$ cat src/hdl/hpk_pkg.sv
`default_nettype none
// ----------------------------------------------------------------------------
// HPACK encoder package
// Request and field-kind codes, prefix constants, shared types and the
// integer-length helper used by the size check.
// ----------------------------------------------------------------------------
package hpk_pkg;

	// request types carried in tuser
	localparam logic [1:0] REQ_FIELD = 2'd0;
	localparam logic [1:0] REQ_STR   = 2'd1;
	localparam logic [1:0] REQ_CLEAR = 2'd2;
	localparam logic [1:0] REQ_SPARE = 2'd3;

	// header field representations
	localparam logic [1:0] KIND_INDEXED = 2'd0;
	localparam logic [1:0] KIND_INC     = 2'd1;
	localparam logic [1:0] KIND_PLAIN   = 2'd2;
	localparam logic [1:0] KIND_SPARE   = 2'd3;

	// first-byte patterns and prefix masks
	localparam logic [7:0] PFX_INDEXED = 8'h80;
	localparam logic [7:0] PFX_INC     = 8'h40;
	localparam logic [7:0] PFX_PLAIN   = 8'h00;
	localparam logic [7:0] PFX_STR     = 8'h00;
	localparam logic [7:0] LIM_7       = 8'h7F;
	localparam logic [7:0] LIM_6       = 8'h3F;
	localparam logic [7:0] LIM_4       = 8'h0F;
	localparam logic [7:0] CONT_BIT    = 8'h80;

	// one byte out of the integer serializer
	typedef struct packed {
		logic [7:0] data;
		logic       last;
	} ser_out_t;

	// outcome of the block room check
	typedef struct packed {
		logic done;
		logic reject;
	} chk_res_t;

	function automatic logic [7:0] kind_pfx(input logic [1:0] kind);
		logic [7:0] p;
		case (kind)
			KIND_INDEXED: p = PFX_INDEXED;
			KIND_INC:     p = PFX_INC;
			default:      p = PFX_PLAIN;
		endcase
		return p;
	endfunction

	function automatic logic [7:0] kind_lim(input logic [1:0] kind);
		logic [7:0] l;
		case (kind)
			KIND_INDEXED: l = LIM_7;
			KIND_INC:     l = LIM_6;
			default:      l = LIM_4;
		endcase
		return l;
	endfunction

	// bytes taken by a prefixed integer (1 to 4 for a 16-bit value)
	function automatic logic [2:0] int_len(input logic [15:0] v, input logic [7:0] lim);
		logic [15:0] w;
		logic [2:0]  n;
		w = v - {8'd0, lim};
		if (v < {8'd0, lim})
			n = 3'd1;
		else if (w < 16'd128)
			n = 3'd2;
		else if (w < 16'd16384)
			n = 3'd3;
		else
			n = 3'd4;
		return n;
	endfunction

endpackage
`default_nettype wire

$ cat src/hdl/hpk_int_ser.sv
`default_nettype none
// ----------------------------------------------------------------------------
// HPACK integer serializer
// Emits a prefixed integer one byte per step, shifting the remainder
// seven bits at a time.
// ----------------------------------------------------------------------------
module hpk_int_ser
	import hpk_pkg::*;
(
	input  wire logic        clk,
	input  wire logic        arst_n,
	input  wire logic        load,
	input  wire logic [7:0]  pfx,
	input  wire logic [7:0]  lim,
	input  wire logic [15:0] value,
	input  wire logic        step,
	output ser_out_t         ser
);

	logic [15:0] val_q;
	logic [7:0]  pfx_q;
	logic [7:0]  lim_q;
	logic        first_q;

	always_comb begin
		if (first_q) begin
			if (val_q < {8'd0, lim_q}) begin
				ser.data = pfx_q | val_q[7:0];
				ser.last = 1'b1;
			end else begin
				ser.data = pfx_q | lim_q;
				ser.last = 1'b0;
			end
		end else begin
			if (val_q < 16'd128) begin
				ser.data = val_q[7:0];
				ser.last = 1'b1;
			end else begin
				ser.data = CONT_BIT | {1'b0, val_q[6:0]};
				ser.last = 1'b0;
			end
		end
	end

	always_ff @(posedge clk or negedge arst_n) begin
		if (!arst_n) begin
			first_q <= 1'b1;
		end else if (load) begin
			first_q <= 1'b1;
		end else if (step) begin
			first_q <= 1'b0;
		end
	end

	// remainder shift register: drop the prefix limit first, then seven bits a step
	always_ff @(posedge clk) begin
		if (load) begin
			val_q <= value;
			pfx_q <= pfx;
			lim_q <= lim;
		end else if (step) begin
			if (first_q)
				val_q <= val_q - {8'd0, lim_q};
			else
				val_q <= {7'd0, val_q[15:7]};
		end
	end

endmodule
`default_nettype wire

$ cat src/hdl/hpk_size_chk.sv
`default_nettype none
// ----------------------------------------------------------------------------
// HPACK field size check
// Two-stage check of a whole field's encoded size against the block room.
// ----------------------------------------------------------------------------
module hpk_size_chk
	import hpk_pkg::*;
#(
	parameter int MAX_STRING_LEN = 4096
)(
	input  wire logic        clk,
	input  wire logic        arst_n,
	input  wire logic        start,
	input  wire logic [1:0]  kind,
	input  wire logic [15:0] name_index,
	input  wire logic [12:0] name_len,
	input  wire logic [12:0] value_len,
	input  wire logic [15:0] used_count,
	input  wire logic [15:0] capacity,
	output chk_res_t         res
);

	logic        lit;
	logic        newname;
	logic [12:0] nlen_e;
	logic [12:0] vlen_e;
	logic [2:0]  hn;
	logic [2:0]  nn;
	logic [2:0]  vn;

	logic        valid_s1;
	logic [3:0]  hdr_sum_s1;
	logic [13:0] str_sum_s1;
	logic        too_long_s1;
	logic        valid_s2;
	logic        reject_s2;
	logic [17:0] total;

	always_comb begin
		lit     = (kind != KIND_INDEXED);
		newname = lit && (name_index == 16'd0);
		nlen_e  = newname ? name_len : 13'd0;
		vlen_e  = lit ? value_len : 13'd0;
		hn      = int_len(name_index, kind_lim(kind));
		nn      = newname ? int_len({3'd0, name_len}, LIM_7) : 3'd0;
		vn      = lit ? int_len({3'd0, value_len}, LIM_7) : 3'd0;
		total   = {2'd0, used_count} + {4'd0, str_sum_s1} + {14'd0, hdr_sum_s1};
	end

	always_ff @(posedge clk or negedge arst_n) begin
		if (!arst_n) begin
			valid_s1 <= 1'b0;
			valid_s2 <= 1'b0;
		end else begin
			valid_s1 <= start;
			valid_s2 <= valid_s1;
		end
	end

	always_ff @(posedge clk) begin
		hdr_sum_s1  <= {1'b0, hn} + {1'b0, nn} + {1'b0, vn};
		str_sum_s1  <= {1'b0, nlen_e} + {1'b0, vlen_e};
		too_long_s1 <= ({4'd0, nlen_e} > 17'(MAX_STRING_LEN))
			|| ({4'd0, vlen_e} > 17'(MAX_STRING_LEN));
		reject_s2   <= too_long_s1 || (total > {2'd0, capacity});
	end

	assign res.done   = valid_s2;
	assign res.reject = reject_s2;

endmodule
`default_nettype wire

$ cat src/hdl/hpack_header_field_encoder_top.sv
`default_nettype none
// ----------------------------------------------------------------------------
// HPACK header field encoder
// Builds an HPACK header block (no Huffman) from field descriptors and
// string bytes, with a running byte count limited by a capacity register.
// ----------------------------------------------------------------------------
// A request is accepted when the sequencer is idle and the output register
// is free or being emptied. String bytes pass one per cycle while the output
// is not stalled: a byte is accepted and lands in the output register in the
// same cycle, so a steady stream runs at one request per clock. A byte that
// ends a name is followed by its value length, one byte per cycle while the
// output is free. A descriptor is latched, passes the two-stage size check,
// then yields one encoded byte (up to seven) per cycle while the output is
// free, or the rejected result; the input is held off while the check runs
// and while these bytes are sent. The integer serializer emits a seven-bit
// digit per cycle while the output register is free, which sets the one-byte-per-cycle output rate.
// block_capacity may be written only while the block is idle.
// ----------------------------------------------------------------------------
module hpack_header_field_encoder_top
	import hpk_pkg::*;
#(
	parameter int MAX_STRING_LEN = 4096
)(
	input  wire logic        clk,
	input  wire logic        arst_n,
	// configuration: block_capacity
	input  wire logic        cfg_wen,
	input  wire logic [15:0] cfg_wdata,
	// request side
	input  wire logic        s_tvalid,
	output logic             s_tready,
	// [15:0] name_index, [28:16] name_len, [41:29] value_len, [49:42] data_byte
	input  wire logic [55:0] s_tdata,
	// [1:0] req_type, [3:2] field_kind
	input  wire logic [3:0]  s_tuser,
	// result side
	output logic             m_tvalid,
	input  wire logic        m_tready,
	// [7:0] out_byte, [23:8] block_bytes
	output logic [23:0]      m_tdata,
	// [0] rejected
	output logic             m_tuser,
	output logic             m_tlast
);

	typedef enum logic [2:0] {
		ST_IDLE,
		ST_SIZE,
		ST_CHK,
		ST_REJ,
		ST_HDR,
		ST_NLEN,
		ST_VLEN
	} state_t;

	typedef enum logic [1:0] {
		PH_IDLE,
		PH_NAME,
		PH_VALUE
	} phase_t;

	state_t      state_q;
	phase_t      phase_q;
	logic [15:0] cap_q;
	logic [15:0] used_q;
	logic [12:0] left_q;
	logic [12:0] pend_q;
	logic        drop_q;

	// latched descriptor
	logic [1:0]  kind_q;
	logic [15:0] idx_q;
	logic [12:0] nlen_q;
	logic [12:0] vlen_q;

	// output register
	logic        m_tvalid_q;
	logic [7:0]  obyte_q;
	logic [15:0] obytes_q;
	logic        orej_q;
	logic        olast_q;

	logic [1:0]  req_type;
	logic [1:0]  field_kind;
	logic [15:0] name_index;
	logic [12:0] name_len;
	logic [12:0] value_len;
	logic [7:0]  data_byte;

	logic        out_free;
	logic        out_load;
	logic        in_acc;
	logic        str_hit;
	logic        newname;
	logic [15:0] used_inc;

	logic        ser_load;
	logic [7:0]  ser_pfx;
	logic [7:0]  ser_lim;
	logic [15:0] ser_val;
	logic        ser_step;
	ser_out_t    ser;
	chk_res_t    chk;

	assign req_type   = s_tuser[1:0];
	assign field_kind = s_tuser[3:2];
	assign name_index = s_tdata[15:0];
	assign name_len   = s_tdata[28:16];
	assign value_len  = s_tdata[41:29];
	assign data_byte  = s_tdata[49:42];

	assign out_free = !m_tvalid_q || m_tready;
	assign s_tready = (state_q == ST_IDLE) && out_free;
	assign in_acc   = s_tvalid && s_tready;
	// a string byte that belongs to a pending name or value
	assign str_hit  = in_acc && (req_type == REQ_STR) && (phase_q != PH_IDLE)
		&& (left_q != 13'd0);
	assign newname  = (kind_q != KIND_INDEXED) && (idx_q == 16'd0);
	assign used_inc = used_q + 16'd1;
	// a new result enters the output register this cycle
	assign out_load = ((state_q == ST_IDLE) && str_hit && !drop_q)
		|| (((state_q == ST_REJ) || (state_q == ST_HDR) || (state_q == ST_NLEN)
		|| (state_q == ST_VLEN)) && out_free);

	assign m_tvalid = m_tvalid_q;
	assign m_tdata  = {obytes_q, obyte_q};
	assign m_tuser  = orej_q;
	assign m_tlast  = olast_q;

	// serializer loading: header, then name length, then value length
	always_comb begin
		ser_load = 1'b0;
		ser_pfx  = PFX_STR;
		ser_lim  = LIM_7;
		ser_val  = {3'd0, vlen_q};
		ser_step = 1'b0;
		unique case (state_q)
			ST_IDLE: begin
				if (str_hit && (left_q == 13'd1) && (phase_q == PH_NAME) && !drop_q) begin
					ser_load = 1'b1;
					ser_val  = {3'd0, pend_q};
				end
			end
			ST_CHK: begin
				if (chk.done && !chk.reject) begin
					ser_load = 1'b1;
					ser_pfx  = kind_pfx(kind_q);
					ser_lim  = kind_lim(kind_q);
					ser_val  = idx_q;
				end
			end
			ST_HDR: begin
				ser_step = out_free;
				if (out_free && ser.last && (kind_q != KIND_INDEXED)) begin
					ser_load = 1'b1;
					ser_val  = newname ? {3'd0, nlen_q} : {3'd0, vlen_q};
				end
			end
			ST_NLEN: begin
				ser_step = out_free;
				if (out_free && ser.last && (nlen_q == 13'd0))
					ser_load = 1'b1;
			end
			ST_VLEN: begin
				ser_step = out_free;
			end
			default: begin
			end
		endcase
	end

	hpk_int_ser u_ser (
		.clk   (clk),
		.arst_n(arst_n),
		.load  (ser_load),
		.pfx   (ser_pfx),
		.lim   (ser_lim),
		.value (ser_val),
		.step  (ser_step),
		.ser   (ser)
	);

	hpk_size_chk #(
		.MAX_STRING_LEN(MAX_STRING_LEN)
	) u_chk (
		.clk       (clk),
		.arst_n    (arst_n),
		.start     (state_q == ST_SIZE),
		.kind      (kind_q),
		.name_index(idx_q),
		.name_len  (nlen_q),
		.value_len (vlen_q),
		.used_count(used_q),
		.capacity  (cap_q),
		.res       (chk)
	);

	always_ff @(posedge clk or negedge arst_n) begin
		if (!arst_n) begin
			state_q    <= ST_IDLE;
			phase_q    <= PH_IDLE;
			cap_q      <= 16'd4096;
			used_q     <= 16'd0;
			left_q     <= 13'd0;
			pend_q     <= 13'd0;
			drop_q     <= 1'b0;
			kind_q     <= KIND_INDEXED;
			idx_q      <= 16'd0;
			nlen_q     <= 13'd0;
			vlen_q     <= 13'd0;
			m_tvalid_q <= 1'b0;
			obyte_q    <= 8'd0;
			obytes_q   <= 16'd0;
			orej_q     <= 1'b0;
			olast_q    <= 1'b0;
		end else begin
			if (cfg_wen)
				cap_q <= cfg_wdata;
			// hold the result until taken; a new one replaces it
			if (out_load)
				m_tvalid_q <= 1'b1;
			else if (m_tready)
				m_tvalid_q <= 1'b0;

			unique case (state_q)
				ST_IDLE: begin
					if (in_acc) begin
						unique case (req_type)
							REQ_FIELD: begin
								if (field_kind != KIND_SPARE) begin
									// abandon any pending string and latch the field
									phase_q <= PH_IDLE;
									left_q  <= 13'd0;
									pend_q  <= 13'd0;
									drop_q  <= 1'b0;
									kind_q  <= field_kind;
									idx_q   <= name_index;
									nlen_q  <= name_len;
									vlen_q  <= value_len;
									state_q <= ST_SIZE;
								end
							end
							REQ_STR: begin
								if (str_hit) begin
									if (!drop_q) begin
										used_q     <= used_inc;
										obyte_q    <= data_byte;
										obytes_q   <= used_inc;
										orej_q     <= 1'b0;
										olast_q    <= !((left_q == 13'd1) && (phase_q == PH_NAME));
									end
									if (left_q == 13'd1) begin
										if (phase_q == PH_NAME && !drop_q) begin
											// name done: value length follows
											phase_q <= PH_IDLE;
											left_q  <= 13'd0;
											state_q <= ST_VLEN;
										end else if (phase_q == PH_NAME) begin
											left_q  <= pend_q;
											phase_q <= (pend_q != 13'd0) ? PH_VALUE : PH_IDLE;
											drop_q  <= (pend_q != 13'd0);
										end else begin
											phase_q <= PH_IDLE;
											left_q  <= 13'd0;
											drop_q  <= 1'b0;
										end
									end else begin
										left_q <= left_q - 13'd1;
									end
								end
							end
							REQ_CLEAR: begin
								used_q  <= 16'd0;
								phase_q <= PH_IDLE;
								left_q  <= 13'd0;
								pend_q  <= 13'd0;
								drop_q  <= 1'b0;
							end
							default: begin
							end
						endcase
					end
				end
				ST_SIZE: begin
					state_q <= ST_CHK;
				end
				ST_CHK: begin
					if (chk.done) begin
						if (chk.reject) begin
							state_q <= ST_REJ;
						end else begin
							if (kind_q != KIND_INDEXED)
								pend_q <= vlen_q;
							state_q <= ST_HDR;
						end
					end
				end
				ST_REJ: begin
					if (out_free) begin
						obyte_q    <= 8'd0;
						obytes_q   <= used_q;
						orej_q     <= 1'b1;
						olast_q    <= 1'b1;
						state_q    <= ST_IDLE;
						if (kind_q != KIND_INDEXED) begin
							// consume the field's strings without output
							pend_q <= vlen_q;
							if (newname && (nlen_q != 13'd0)) begin
								phase_q <= PH_NAME;
								left_q  <= nlen_q;
								drop_q  <= 1'b1;
							end else begin
								left_q  <= vlen_q;
								phase_q <= (vlen_q != 13'd0) ? PH_VALUE : PH_IDLE;
								drop_q  <= (vlen_q != 13'd0);
							end
						end
					end
				end
				ST_HDR: begin
					if (out_free) begin
						used_q     <= used_inc;
						obyte_q    <= ser.data;
						obytes_q   <= used_inc;
						orej_q     <= 1'b0;
						olast_q    <= ser.last && (kind_q == KIND_INDEXED);
						if (ser.last) begin
							if (kind_q == KIND_INDEXED)
								state_q <= ST_IDLE;
							else if (newname)
								state_q <= ST_NLEN;
							else
								state_q <= ST_VLEN;
						end
					end
				end
				ST_NLEN: begin
					if (out_free) begin
						used_q     <= used_inc;
						obyte_q    <= ser.data;
						obytes_q   <= used_inc;
						orej_q     <= 1'b0;
						olast_q    <= ser.last && (nlen_q != 13'd0);
						if (ser.last) begin
							if (nlen_q != 13'd0) begin
								phase_q <= PH_NAME;
								left_q  <= nlen_q;
								state_q <= ST_IDLE;
							end else begin
								state_q <= ST_VLEN;
							end
						end
					end
				end
				ST_VLEN: begin
					if (out_free) begin
						used_q     <= used_inc;
						obyte_q    <= ser.data;
						obytes_q   <= used_inc;
						orej_q     <= 1'b0;
						olast_q    <= ser.last;
						if (ser.last) begin
							left_q  <= pend_q;
							phase_q <= (pend_q != 13'd0) ? PH_VALUE : PH_IDLE;
							state_q <= ST_IDLE;
						end
					end
				end
				default: begin
					state_q <= ST_IDLE;
				end
			endcase
		end
	end

`ifndef ASSERT_OFF
	// a pending string always has bytes left, and only a pending string has
	a_phase_left: assert property (@(posedge clk) disable iff (!arst_n)
		(phase_q == PH_IDLE) == (left_q == 13'd0))
		else $error("string phase and byte count disagree");

	a_drop_phase: assert property (@(posedge clk) disable iff (!arst_n)
		drop_q |-> (phase_q != PH_IDLE))
		else $error("dropping with no string pending");

	a_rej_form: assert property (@(posedge clk) disable iff (!arst_n)
		(m_tvalid_q && orej_q) |-> ((obyte_q == 8'd0) && olast_q))
		else $error("rejected result malformed");

	a_chk_state: assert property (@(posedge clk) disable iff (!arst_n)
		chk.done |-> (state_q == ST_CHK))
		else $error("size check finished outside its wait state");
`endif

endmodule
`default_nettype wire
$ cat config.mk
export PLATFORM = sky130hd
export DESIGN_NAME = hpack_header_field_encoder_top
export DESIGN_NICKNAME = d
export VERILOG_FILES = /design/src/hdl/hpk_pkg.sv /design/src/hdl/hpk_int_ser.sv /design/src/hdl/hpk_size_chk.sv /design/src/hdl/hpack_header_field_encoder_top.sv
export SDC_FILE = /design/constraint.sdc
export NUM_CORES = 1
export LEC_CHECK = 0
export ABC_AREA = 0
export BUFFER_PORTS_ARGS = -buffer_cell sky130_fd_sc_hd__buf_2
export CAP_MARGIN = 20
export CELL_PAD_IN_SITES_DETAIL_PLACEMENT = 0
export CELL_PAD_IN_SITES_GLOBAL_PLACEMENT = 2
export CORE_MARGIN = 4
export CORE_UTILIZATION = 25
export CTS_CLUSTER_SIZE = 30
export DETAILED_ROUTE_END_ITERATION = 10
export GPL_ROUTABILITY_DRIVEN = 0
export PLACE_DENSITY_LB_ADDON = 0.1
export SYNTH_ARGS = -nofsm -noshare
export SYNTH_HDL_FRONTEND = slang
export SYNTH_SLANG_ARGS = --single-unit
$ cat constraint.sdc
create_clock -name clk -period 7.15 [get_ports clk]
set_input_delay 0.3575 -clock clk [delete_from_list [all_inputs] [get_ports clk]]
set_output_delay 0.3575 -clock clk [all_outputs]
set_load 0.05 [all_outputs]
Yosys cells after proc, flatten, opt, wreduce, memory -nomap -nowiden:

Cells that the tools add are included.

* equality and inequality tests: 38
* add/sub/neg operators: 11
* bitwise logic cells: 2
* magnitude comparators: 14
* reductions and logical operators: 62
* muxes and demuxes: 139

Operators by type and width (count)
* $mux 13: 24
* $mux 16: 11
* $pmux 16 s3: 2
* $mux 3: 27
* $pmux 13 s3: 2
* $lt 16x8->1 const B: 4
* $pmux 16 s2: 2
* $pmux 13 s4: 1
* $reduce_bool 13->1: 4
* $lt 16x15->1 const B: 3
* $mux 8: 6
* $mux 2: 17
* $mux 1: 31
* $sub 13x7->14 const B: 2
* $mux 9: 3
* $gt 13x13->1 const B: 2
* $lt 13x7->1 const B: 2
* $ne 2x2->1 const B: 13
* $pmux 13 s2: 1
* $pmux 8 s3: 1
* $logic_and 1x1->1: 21
* $pmux 3 s7: 1
* $add 18x4->18: 1
* $gt 18x16->1: 1
* 50 further kinds: 84

* bits of input ports: 81
* register bits: 190

Longest topological paths before layout:

* word-level depth: 13
* mapped depth: 22
* depth with buffers taken out: 22

By module:

Synthesis repeated with hierarchy kept, for this count alone.

* cell total of the unflattened synthesis: 1398
* area total of the unflattened synthesis: 12993.7 um^2

By module, submodules not included
* hpack_header_field_encoder_top: cells an instance 833, area each 7917.6 um^2, times used 1, seq. area each 3379.5 um^2
* hpk_size_chk: cells an instance 346, area each 2902.8 um^2, times used 1, seq. area each 450.4 um^2
* hpk_int_ser: cells an instance 219, area each 2173.3 um^2, times used 1, seq. area each 987.2 um^2

Least setup slack after synthesis:

Ideal clock, no wire load.

* path type: register to register
* start point: reg used_q[0]
* end point: reg u_chk.reject_s2
* clock period less this slack: 4.234 ns
* stages on the path, launching flop included: 18
* data required time: 7.016 ns
* arrival: 4.100 ns
* buffers on the path: 0
* library setup time: 0.134 ns
* slack: 2.916 ns
* cell sequence: dfrtp_1 ha_1 inv_1 fa_1 nor2b_1 o2111ai_1 nand4b_1 a41oi_1 xnor2_1 or4b_1 or3_1 xor2_1 ha_1 o21ai_0 nand2b_1 a221oi_1 a41oi_1 or4_1

* word-level cells in the longest chain between the ends: 4

Ends and longest elaborated chain
* start: declaration: RTL line hpack_header_field_encoder_top.sv:65 `logic [15:0] used_q;`
* start signal: assignment: RTL line hpack_header_field_encoder_top.sv:246 `used_q <= used_inc;`
* start signal: assignment: RTL line hpack_header_field_encoder_top.sv:322 `used_q <= used_inc;`
* start signal: assignment: RTL line hpack_header_field_encoder_top.sv:339 `used_q <= used_inc;`
* $add 16x14->17: RTL line hpk_size_chk.sv:47 `total = {2'd0, used_count} + {4'd0, str_sum_s1} + {14'd0, hdr_sum_s1};`
* $add 18x4->18: RTL line hpk_size_chk.sv:47
* $gt 18x16->1: RTL line hpk_size_chk.sv:65 `reject_s2 <= too_long_s1 || (total > {2'd0, capacity});`
* $logic_or 1x1->1: RTL line hpk_size_chk.sv:65
* end signal: assignment: RTL line hpk_size_chk.sv:65
* end: declaration: RTL line hpk_size_chk.sv:36 `logic reject_s2;`

Every way passes these cells.
A chain may end at the register's enable or synchronous reset.

Worst setup path in the final report:

Ends and elaborated chain as after synthesis.

==> flow_summary.json <==
{
  "status": "complete, no violations",
  "synth_edf_count": 20,
  "synth.top_cell.area_share": 0.283,
  "firstDrtPassIters": 6,
  "hold_start": "cfg_wdata[1]",
  "ys_types": 80,
  "timing.final.crit_share": 0.688,
  "holdPathStages": 3,
  "synth_flop_cell": "dfrtp_1",
  "ff2ff_path_depth": 17,
  "grt_pass1_vias": 10100,
  "max_freq_mhz": 203,
  "stdcell_count": 2038,
  "hold_path_end": "cap_q[1]",
  "insertion_delay_ns": 0.49,
  "ys_ff_latch": 178,
  "finalWorstPathRequiredPeriod_ns": 4.92,
  "drtAntennaViolNets": 0,
  "grt_pass1_wl_um": 64700,
  "h-tree-depth": 4,
  "final_util": 0.289,
  "async_flop_share": 0.775,
  "final_nets": 1557,
  "yosysSeqAreaShare": 0.371,
  "required_ns": 7.50,
  "end_kind": "flop",
  "clockBufferDepth": 2,
  "start_util": 0.252,
  "final_common_cell": "nand2_1",
  "ctsResizeCount": 0,
  "clk_pin_slew_worst_paths_ns": 0.08,
  "root_buffer": "clkbuf_16",
  "fp.dieArea_um2": 51600,
  "placed_cells": 2004,
  "fin_skew_ns": 0.0146,
  "synth_top_area_cell": "dfrtp_1",
  "drv_cap": 0,
  "worstSetupPathType": "flop to flop",
  "min_path_type": "input pin to flop",
  "finalSetupViolCount": 0,
  "cts_tree": "yes",
  "cts_setup_buffers": 0,
  "power.density_nw_per_um2": 448,
  "grt_max_degree": 56,
  "timing.rr.end": "u_chk.reject_s2",
  "drive_above_1_share": 0.161,
  "grt_overflow": 0,
  "hold_slack_ns": 0.0875,
  "die_h_um": 227,
  "cp-start-kind": "flop",
  "wirelength_um": 42800,
  "hold_viol": 0,
  "avgSynthCellArea_um2": 8.88,
  "slew_headroom": 0.298,
  "drtIter0Drc": 698,
  "cp.arrival_ns": 5.27,
  "clock-sinks": 178,
  "portBuffers": 102,
  "critPathMaxFanout": 7,
  "grt_usage": 0.168,
  "avgRoutedWirePerCell_um": 21.0,
  "worst_pin_slew_ns": 1.05,
  "io-pin-count": 109,
  "via_per_inst": 4.97,
  "rr_startpoint": "used_q[0]",
  "area_delta_synth_final_pct": 14.7,
  "die_w_um": 227,
  "ys.warnings.count": 0,
  "core_area_um2": 47600,
  "fin_tns_setup_ns": 0,
  "synth_area_leaders": "dfrtp_1 28%, ha_1 6.0%, edfxtp_1 5.0%",
  "numCtsBuffers": 17,
  "num_rows": 80,
  "n_antenna_cell": 0,
  "reg2reg_slack_ns": 2.23,
  "dp_hpwl_um": 32700,
  "rsz0062_at_grt": "false",
  "syn_inst": 1352,
  "cts_hold_buf": 1,
  "antenna_found_initial": 1,
  "num_vias": 10100,
  "synth_area_um2": 12000,
  "final_cell_mix": "150 x nand2_1, 136 x dfrtp_1, 101 x buf_2",
  "slew_viol_final": 0,
  "power.leakage_uw": 0.00606,
  "vdd_ir_drop_max_mv": 0.187,
  "post-route-drc-count": 0
}
## worst max-delay path: stages (launching register included)
cell and delay, ns:
dfrtp_1 0.54, ha_1 0.23, inv_1 0.06, fa_1 0.41, nor2b_1 0.21, o2111ai_1 0.32, nand4b_1 0.26, a41oi_1 0.18
xnor2_1 0.26, or4b_1 0.55, or3_1 0.36, xor2_1 0.16, ha_1 0.30, o21ai_0 0.08, nand2b_1 0.08, a221oi_1 0.29
a41oi_1 0.08, or4_1 0.42
## power by group
group | internal (uW) | switching, uW | total [uW]
Combinational | 1170 | 1940 | 3110
Clock | 543 | 485 | 1030
Sequential | 1420 | 604 | 2030
## state kept, by name (all words and copies together), names as in the netlist, 3 cells and up
signal and flops:
obytes_q 16, idx_q 16, left_q 13, vlen_q 13
u_ser.val_q 16, state_q 3, u_chk.str_sum_s1 14, nlen_q 13
obyte_q 8, u_chk.hdr_sum_s1 4, pend_q 13, used_q 16
cap_q 16
## through the flow
stage / power (uW) / setup slack (ns) / instance area [um^2]
finish: 6170 / 2.23 / 13800
global route: 6680 / 1.76 / 13800
CTS: 6280 / 2.15 / 13700
detailed placement: 5200 / 2.20 / 13100
global placement: 5200 / 2.22 / 13100
floorplan: 4110 / 2.92 / 12000
## cells by family (layout without fill, tap and decap cells)
group / after synthesis / count (layout) / share of synthesized area
buf+inv: 139 / 209 / 0.0458
compound gates: 348 / 348 / 0.187
flops: 178 / 178 / 0.371
simple gates: 449 / 449 / 0.182
mux: 91 / 91 / 0.0821
other cells: 1 / 2 / 0.000312
xor+xnor: 80 / 80 / 0.0583
fa+ha+maj: 66 / 66 / 0.0738
## cell usage after synthesis, drive strengths merged (8+ instances only)
master  number
and2        29
a21oi      100
nor3        38
o22ai       20
a22o        10
or3         11
mux2i       31
o211ai       9
edfxtp      20
mux2        60
xnor2       45
clkbuf      66
nand2b      11
nand3       31
nor2        99
o31ai        8
a21o        14
ha          58
nor2b       14
and3        12
nand2      151
a31oi       19
or4         10
fa           8
o31a        16
dfrtp      136
nor4        14
dfxtp       20
nand4       12
xor2        35
inv         56
buf         16
o21ai       99
a221o        9
## final cells by class
type / instances / area (um^2)
fill: 5099 / 33900
multi-input combinational: 1036 / 7030
sequential: 178 / 4460
tap: 615 / 769
timing repair buffer: 120 / 667
clock buffer: 18 / 439
inverter: 57 / 215
clock inverter: 14 / 188
## worst max-delay path by stage
stage	start	endpoint	slack, ns	cells after the start
3_5_place_dp	used_q[0]	u_chk.reject_s2	2.20	17
5_1_grt	used_q[0]	u_chk.reject_s2	1.76	17
3_3_place_gp	used_q[0]	u_chk.reject_s2	2.22	17
6_report	used_q[0]	u_chk.reject_s2	2.23	17
2_1_floorplan	used_q[0]	u_chk.reject_s2	2.92	17
4_1_cts	used_q[0]	u_chk.reject_s2	2.15	17
## per-layer routing
layer | track usage | routed length [um]
met5 | 0 | 0
met4 | 0.0519 | 1090
met3 | 0.0388 | 1820
met2 | 0.278 | 20500
met1 | 0.220 | 19400
Power figures use the tool's default switching activity.
